File: src/sv/fpa_fifo.sv
// Small first-in first-out queue of register entries.
module fpa_fifo #(
  parameter int unsigned Width = 8,
  parameter int unsigned Depth = 2
) (
  input  logic             clk_i,
  input  logic             rst_ni,
  input  logic             push_i,
  input  logic [Width-1:0] wdata_i,
  output logic             full_o,
  input  logic             pop_i,
  output logic [Width-1:0] rdata_o,
  output logic             empty_o
);

  localparam int unsigned PtrW = (Depth > 1) ? $clog2(Depth) : 1;
  localparam int unsigned CntW = $clog2(Depth + 1);

  logic [Width-1:0] mem_q [Depth];
  logic [PtrW-1:0]  wr_ptr_q, rd_ptr_q;
  logic [CntW-1:0]  cnt_q;
  logic             do_push, do_pop;

  assign full_o  = (cnt_q == CntW'(Depth));
  assign empty_o = (cnt_q == '0);
  assign do_push = push_i && !full_o;
  assign do_pop  = pop_i && !empty_o;
  assign rdata_o = mem_q[rd_ptr_q];

  always_ff @(posedge clk_i or negedge rst_ni) begin
    if (!rst_ni) begin
      wr_ptr_q <= '0;
      rd_ptr_q <= '0;
      cnt_q    <= '0;
    end else begin
      if (do_push) begin
        wr_ptr_q <= (wr_ptr_q == PtrW'(Depth - 1)) ? '0 : wr_ptr_q + 1'b1;
      end
      if (do_pop) begin
        rd_ptr_q <= (rd_ptr_q == PtrW'(Depth - 1)) ? '0 : rd_ptr_q + 1'b1;
      end
      cnt_q <= cnt_q + CntW'(do_push) - CntW'(do_pop);
    end
  end

  always_ff @(posedge clk_i) begin
    if (do_push) begin
      mem_q[wr_ptr_q] <= wdata_i;
    end
  end

endmodule

File: config.mk
export PLATFORM = sky130hd
export DESIGN_NAME = fpa_fifo
export DESIGN_NICKNAME = d
export VERILOG_FILES = /design/src/sv/fpa_fifo.sv
export SDC_FILE = /design/constraint.sdc
export NUM_CORES = 1
export LEC_CHECK = 0
export BUFFER_PORTS_ARGS = -buffer_cell sky130_fd_sc_hd__buf_2
export CORE_ASPECT_RATIO = 1.1
export CORE_MARGIN = 3
export CORE_UTILIZATION = 52
export DETAILED_ROUTE_END_ITERATION = 10
export GPL_TIMING_DRIVEN = 0
export PLACE_DENSITY = 0.91
export SYNTH_ARGS = -nofsm -noshare
export SYNTH_HDL_FRONTEND = slang
export SYNTH_SLANG_ARGS = --single-unit
export TNS_END_PERCENT = 30
File: constraint.sdc
create_clock -name clk_i -period 2.5 [get_ports clk_i]
set_input_delay 0 -clock clk_i [delete_from_list [all_inputs] [get_ports clk_i]]
set_output_delay 0 -clock clk_i [all_outputs]
set_load 0.1 [all_outputs]
==> Flow_metrics.wiki, run 1 <==
{| class="wikitable"
! Metric !! Value
|-
| Endpoint of the worst register-to-register path || cnt_q[1]$_DFF_PN0_
|-
| Via count of the first global-routing pass || approximately 460
|-
| Final min period || about 1.6 ns
|-
| I/O pin count || 22
|-
| CP Launch Type || flip-flop
|-
| Starting utilization of the core area || 0.560
|-
| Worst endpoint required time || approximately 2.7 ns
|-
| Initial antenna violation count || 0
|-
| Layout area overhead || 30.8%
|-
| Worst hold margin || roughly 0.030 ns
|-
| Synthesized instance count || 43
|-
| Maximum level of the CTS H-tree || 1
|-
| Global placement routability congestion || slightly above 0.6
|-
| Period utilisation layout || 0.654
|-
| Setup-failing EPs final || 0
|-
| Syn Nets || 57
|-
| Die extent in x || 43.0 um
|-
| Length of the first detailed-routing pass in iterations || 2
|-
| Startpoint-to-endpoint class of the critical path || reg2reg
|-
| Overall track demand over capacity in global routing || 0.136
|-
| Via density per instance || 4.81
|-
| Actual slew at the worst max-slew pin || between 0.6 and 0.7 ns
|-
| Total via count after detailed routing || between 400 and 500
|-
| Post-Route Skew || ~0.00092 ns
|-
| Launching point of the worst reg2reg path || cnt_q[0]$_DFF_PN0_
|-
| Initial DRC Count || 6
|-
| Diodes inserted || 0
|-
| Nets || a little over 90
|-
| Commonest cells after routing, fill and taps aside || sky130_fd_sc_hd__buf_2 (21), sky130_fd_sc_hd__edfxtp_1 (16), sky130_fd_sc_hd__dlygate4sd3_1 (9)
|-
| Die height || between 40 and 50 um
|-
| WL per Instance || roughly 13 um
|-
| Mux cell area share after synthesis || 0.115
|-
| Count of cells resized by post-cts repair || 0
|-
| Final WL || roughly 1200 um
|-
| Pin count of the biggest net entering global routing || 12
|-
| Post-route DRC violation count || 0
|-
| TritonCTS Buffers || 3
|-
| Register cell area after layout || between 500 and 600 um2
|-
| Xor and xnor area share after synthesis || 0.0447
|-
| Clock tree from TritonCTS || built
|-
| Root Buffer Master || sky130_fd_sc_hd__clkbuf_4
|-
| Number of max-capacitance violations reported || 0
|-
| Arrival time at the worst endpoint || about 1.9 ns
|-
| Maximum net fanout on the critical path || 3
|-
| Post-CTS repair timing setup buffer count || 0
|-
| Area fraction in compound gates after synthesis || 0
|-
| Crit. End Element || flip-flop
|-
| Most common library cell in the layout ignoring fill and taps || sky130_fd_sc_hd__buf_2
|-
| Achievable clock frequency || roughly 0.61 GHz
|-
| Total of fill cells in the finished design || 96
|-
| Global-route wire length before repair || a little under 2000 um
|-
| Synthesized cell area || approximately 780 um2
|-
| Final Hold Viols || 0
|-
| Sink count of the clock tree || 20
|-
| Setup repair after global routing missed its margin || false
|-
| Final cell utilization of the core || 0.732
|-
| Synthesis warning total || 0
|-
| Die outline area || 0.00201 mm2
|-
| Setup TNS Final || 0 ns
|-
| Post-synthesis register bit count || 20
|-
| Remaining global-route overflow || 0
|-
| Clock latency reported for the late side of the worst-skew pair || 0.29 ns
|-
| Flop-to-flop setup slack || a little under 0.9 ns
|-
| Dominant combinational cell family by area after synthesis || multiplexers
|-
| Count of pins over their slew limit || 0
|-
| Share of layout cells above drive strength 1 || 0.455
|-
| Max clock buf depth || 2
|-
| Run status || completed
|-
| Mean Syn Cell Area || ~18 um2
|-
| Worst slew margin || 0.555
|-
| Standard-cell row count || 14
|-
| Number of routed nets with antenna violations || 0
|-
| Worst-path clk slew || around 0.10 ns
|-
| Reg2reg path depth || 7
|-
| Final HPWL from detailed placement || approximately 800 um
|-
| Area used by multi-input combinational logic || approximately 190 um2
|-
| Fraction of the mapped netlist area in adder cells || 0.0319
|-
| Number of buffers inserted by port buffering || 21
|-
| Min-Delay Path Class || in2async
|-
| Number of distinct library cells after synthesis || 14
|-
| Sequential-to-total area share from yosys stat || 0.740
|-
| Fraction of the mapped netlist area in simple logic gates || 0.0447
|-
| Core Box Area || about 0.0014 mm2
|}
-- stage by stage --
| step | cell area, um2 | setup WS (ns) | cells |
|---|---|---|---|
| finish | 1030 | 0.864 | 93 |
| global route | 1030 | 0.764 | 93 |
| CTS | 1030 | 0.895 | 93 |
| detailed placement | 910 | 0.911 | 80 |
| global placement | 910 | 0.969 | 80 |
| floorplan | 785 | 0.277 | 43 |
-- cells in the mapped netlist --
cell type | n | share of area
sky130_fd_sc_hd__edfxtp_1 | 16 | 0.61
sky130_fd_sc_hd__nand2_1 | 1 | 0.0048
sky130_fd_sc_hd__xnor2_1 | 3 | 0.033
sky130_fd_sc_hd__ha_1 | 2 | 0.032
sky130_fd_sc_hd__nor2_1 | 1 | 0.0048
sky130_fd_sc_hd__mux2_2 | 8 | 0.11
sky130_fd_sc_hd__dfrtp_1 | 4 | 0.13
sky130_fd_sc_hd__inv_1 | 2 | 0.0096
sky130_fd_sc_hd__and3_1 | 1 | 0.0080
sky130_fd_sc_hd__buf_6 | 1 | 0.014
sky130_fd_sc_hd__nor2b_2 | 1 | 0.011
sky130_fd_sc_hd__nand2b_1 | 1 | 0.0080
sky130_fd_sc_hd__nor2_2 | 1 | 0.0080
sky130_fd_sc_hd__xor2_1 | 1 | 0.011
-- final cells by class --
type | count | share of cell area
sequential | 20 | 0.566
inverter | 2 | 0.00732
buffer | 1 | 0.0110
timing repair buffer | 30 | 0.190
tap | 16 | 0.0195
multi-input combinational | 20 | 0.180
clock buffer | 4 | 0.0256
-- logic make-up after synthesis --
kind of cell | after synthesis
xor+xnor | 4
fa+ha+maj | 2
buf+inv | 3
flops | 20
mux | 8
simple gates | 6
-- metal layers --
metal  vias up  global-route usage  part of all wire
met3         4              0.0383             0.062
li1        223                   -                 -
met1       202               0.157              0.42
met2        18               0.234              0.50
met5         -                   0                 0
met4         0              0.0723             0.012
-- worst max-delay path, stage by stage (launching register included) --
cell and delay [ns]:
sky130_fd_sc_hd__dfrtp_1 0.40, sky130_fd_sc_hd__nand2b_1 0.16, sky130_fd_sc_hd__nand2_1 0.13, sky130_fd_sc_hd__ha_1 0.31, sky130_fd_sc_hd__inv_1 0.05, sky130_fd_sc_hd__ha_1 0.19, sky130_fd_sc_hd__xnor2_1 0.18, sky130_fd_sc_hd__xnor2_1 0.14
-- how the worst max path moves through the flow --
stage / start / end / cells past startpoint
2_1_floorplan: cnt_q[0]$_DFF_PN0_ / cnt_q[1]$_DFF_PN0_ / 7
6_report: cnt_q[0]$_DFF_PN0_ / cnt_q[1]$_DFF_PN0_ / 7
5_1_grt: cnt_q[0]$_DFF_PN0_ / cnt_q[1]$_DFF_PN0_ / 7
4_1_cts: cnt_q[0]$_DFF_PN0_ / mem_q[0][6]$_DFFE_PP_ / 3
3_5_place_dp: cnt_q[0]$_DFF_PN0_ / mem_q[0][7]$_DFFE_PP_ / 3
3_3_place_gp: cnt_q[1]$_DFF_PN0_ / mem_q[0][7]$_DFFE_PP_ / 3
-- state kept, by name, indices dropped and copies added (netlist names) --
| register | cells |
|---|---|
| mem_q | 16 |
| cnt_q | 2 |
| wr_ptr_q | 1 |
| rd_ptr_q | 1 |
-- repair_timing --
item | in CTS | in global routing
endpoints found under the hold margin | 20 | 0
endpoints found under the setup margin | 0 | 0
hold buffers | 9 | 0
Power of run 1 is not shown: default switching activity piles up to over one toggle a cycle in this logic, so the estimate is an artifact.
==> run 2: changes to the inputs <==
--- a/config.mk
+++ b/config.mk
@@ -8,10 +8,10 @@
 export BUFFER_PORTS_ARGS = -buffer_cell sky130_fd_sc_hd__buf_2
 export CORE_ASPECT_RATIO = 1.1
 export CORE_MARGIN = 3
-export CORE_UTILIZATION = 52
+export CORE_UTILIZATION = 44
 export DETAILED_ROUTE_END_ITERATION = 10
 export GPL_TIMING_DRIVEN = 0
-export PLACE_DENSITY = 0.91
+export PLACE_DENSITY = 0.83
 export SYNTH_ARGS = -nofsm -noshare
 export SYNTH_HDL_FRONTEND = slang
 export SYNTH_SLANG_ARGS = --single-unit
==> constraint.sdc (replaced) <==
create_clock -name clk_i -period 1.4 [get_ports clk_i]
set_input_delay 0 -clock clk_i [delete_from_list [all_inputs] [get_ports clk_i]]
set_output_delay 0 -clock clk_i [all_outputs]
set_load 0.1 [all_outputs]
==> run 2 against run 1 <==
  * The flow now finishes with violations (negative setup slack)
  * Sequential share of layout area fell by 6.4 points
  * Wire length grew 12%
  * Clock skew rose by 0.0026 ns
  * Final cell count increased by 6.5%
  * Fmax up 4.5%
  * Core utilization decreased by 2.3 points
  * First-iteration DRC count down 50%
  * Critical path depth rose by 1
  * Worst hold slack got worse by 0.0088 ns
  * Worst setup slack worse by 1.0 ns
  * Cell area rose by 13%
==> Flow_metrics.wiki, run 2 (synthesis results as in run 1) <==
{| class="wikitable"
! Metric !! Value
|-
| Setup slack of the critical path after layout || -0.166 ns (-1.03 ns)
|-
| Cell area after placement || 916 um2 (+0.69%)
|-
| Post-Route Skew || 0.00349 ns (+0.00258 ns)
|-
| Setup-failing EPs final || 2 (+2)
|-
| Worst-path clk slew || 0.11 ns (about the same)
|-
| CP Launch Type || flip-flop
|-
| Maximum net fanout on the critical path || 3 (unchanged)
|-
| Violations in the final reports || negative setup slack
|-
| TritonCTS Buffers || 3 (unchanged)
|-
| Starting utilization of the core area || 0.480 (-0.0794)
|-
| Clock latency reported for the late side of the worst-skew pair || 0.29 ns (about the same)
|-
| Root Buffer Master || sky130_fd_sc_hd__clkbuf_4
|-
| Pin count of the biggest net entering global routing || 12 (unchanged)
|-
| Period utilisation layout || 1.12 (+0.464)
|-
| Number of max-capacitance violations reported || 0 (unchanged)
|-
| Max reg flops || 16 (unchanged)
|-
| Via count of the first global-routing pass || 491 (+7.4%)
|-
| Diodes inserted || 0 (unchanged)
|-
| Number of buffers inserted by port buffering || 21 (unchanged)
|-
| Die outline area || 0.00233 mm2 (+16%)
|-
| Most common library cell in the layout ignoring fill and taps || sky130_fd_sc_hd__edfxtp_1
|-
| Die height || 50.3 um (+7.6%)
|-
| Initial antenna violation count || 0 (unchanged)
|-
| Biggest register || mem_q
|-
| Global-route wire length before repair || 1990 um (+3.2%)
|-
| Overall track demand over capacity in global routing || 0.121 (-0.0149)
|-
| Final Hold Viols || 0 (unchanged)
|-
| CP max stage delay || 0.46 ns (+0.06 ns)
|-
| Number of routed nets with antenna violations || 0 (unchanged)
|-
| Setup repair after global routing missed its margin || true
|-
| Master of the slowest instance on the critical path || sky130_fd_sc_hd__dfrtp_2
|-
| Length of the first detailed-routing pass in iterations || 5 (+3)
|-
| Layout area overhead || 47.7%
|-
| I/O pin count || 22 (unchanged)
|-
| Post-route DRC violation count || 0 (unchanged)
|-
| Max clock buf depth || 2 (unchanged)
|-
| Remaining global-route overflow || 0 (unchanged)
|-
| Worst endpoint required time || 1.58 ns (-1.13 ns)
|-
| Worst slew margin || 0.680 (+0.125)
|-
| CP top delay family || flip-flops
|-
| Total via count after detailed routing || 465 (+4.0%)
|-
| Run status || finished, violations left
|-
| Cell area after layout || 0.00116 mm2 (+13%)
|-
| Commonest cells after routing, fill and taps aside || sky130_fd_sc_hd__edfxtp_1 (16), sky130_fd_sc_hd__buf_2 (12), sky130_fd_sc_hd__buf_6 (11)
|-
| Die extent in x || 46.3 um (+7.5%)
|-
| Maximum level of the CTS H-tree || 1 (unchanged)
|-
| Core Box Area || 0.00163 mm2 (+17%)
|-
| Final WL || 1370 um (+12%)
|-
| Crit. End Element || flip-flop
|-
| Leading registers by flop count || mem_q (16), cnt_q (2)
|-
| Area used by multi-input combinational logic || 218 um2 (+18%)
|-
| Startpoint-to-endpoint class of the critical path || reg2reg
|-
| Via density per instance || 4.70 (-2.3%)
|-
| Clock tree from TritonCTS || built
|-
| Final min period || 1.57 ns (-0.0702 ns)
|-
| Arrival time at the worst endpoint || 1.74 ns (-0.11 ns)
|-
| Min-Delay Path Class || in2async
|-
| Initial DRC Count || 3 (-3)
|-
| Count of pins over their slew limit || 0 (unchanged)
|-
| Nets || 97 (+5.4%)
|-
| Total of fill cells in the finished design || 105 (+9.4%)
|-
| Global placement routability congestion || 0.592 (-3.7%)
|-
| Share of layout cells above drive strength 1 || 0.561 (+0.106)
|-
| CP cell instances || buf_6, nor2_4, nor2b_2, ha_1, inv_1, ha_2, xnor2_2, xnor2_1
|-
| WL per Instance || 13.8 um (+5.5%)
|-
| Actual slew at the worst max-slew pin || 0.484 ns (-0.182 ns)
|-
| Standard-cell row count || 15 (+1)
|-
| Register cell area after layout || 582 um2 (+0.22%)
|-
| Sink count of the clock tree || 20 (unchanged)
|-
| Achievable clock frequency || 0.639 GHz (+4.5%)
|-
| Count of buffer and inverter cells on the critical path || 2 (+1)
|}
run 2: cell type report:
class,count,share of cell area
clock buffer,3,0.0194
multi-input combinational,20,0.188
buffer,1,0.00972
clock inverter,1,0.00324
sequential,20,0.502
tap,17,0.0184
inverter,2,0.00648
timing repair buffer,35,0.253
run 2: worst paths after layout:
path                       cells after the start  slack, ns            startpoint                   end
max in group asynchronous                      2       1.24                rst_ni    cnt_q[1]$_DFF_PN0_
max reg2reg                                    8      -0.17    cnt_q[1]$_DFF_PN0_    cnt_q[1]$_DFF_PN0_
min                                            2       0.02                rst_ni  wr_ptr_q$_DFFE_PN0N_
max                                            8      -0.17    cnt_q[1]$_DFF_PN0_    cnt_q[1]$_DFF_PN0_
min reg2reg                                    1       0.56  wr_ptr_q$_DFFE_PN0N_  wr_ptr_q$_DFFE_PN0N_
min in group clk_i                             3       0.05                push_i  wr_ptr_q$_DFFE_PN0N_
run 2: timing repair:
action / 4_1_cts / 5_1_grt
hold endpoints to repair: 20 / 0
buffers inserted: 4 / 1
endpoints found under the setup margin: 18 / 23
resized for setup: 14 / 12
hold buffers: 9 / 0
pin swaps: 2 / 3
run 2: per-stage QoR:
step	utilization	setup WS (ns)	setup TNS (ns)	hold slack (ns)	std cells
finish	0.710	-0.166	-0.174	0.0215	99
global route	0.710	-0.212	-0.269	0.0201	99
CTS	0.677	-0.152	-0.152	0.00392	98
detailed placement	0.561	-0.245	-2.16	-0.191	81
global placement	0.561	-0.171	-1.49	-0.191	81
floorplan	-	-0.498	-0.827	-0.296	43
run 2: routing by layer:
layer,up-vias,global-route usage,share of wire,routed length [um]
li1,234,-,-,-
met1,218,0.144,0.39,527
met2,13,0.202,0.56,761
met3,0,0.0323,0.057,78
met4,0,0.0427,0,0
met5,-,0,0,0
Power of run 2 is left out for the same reason.
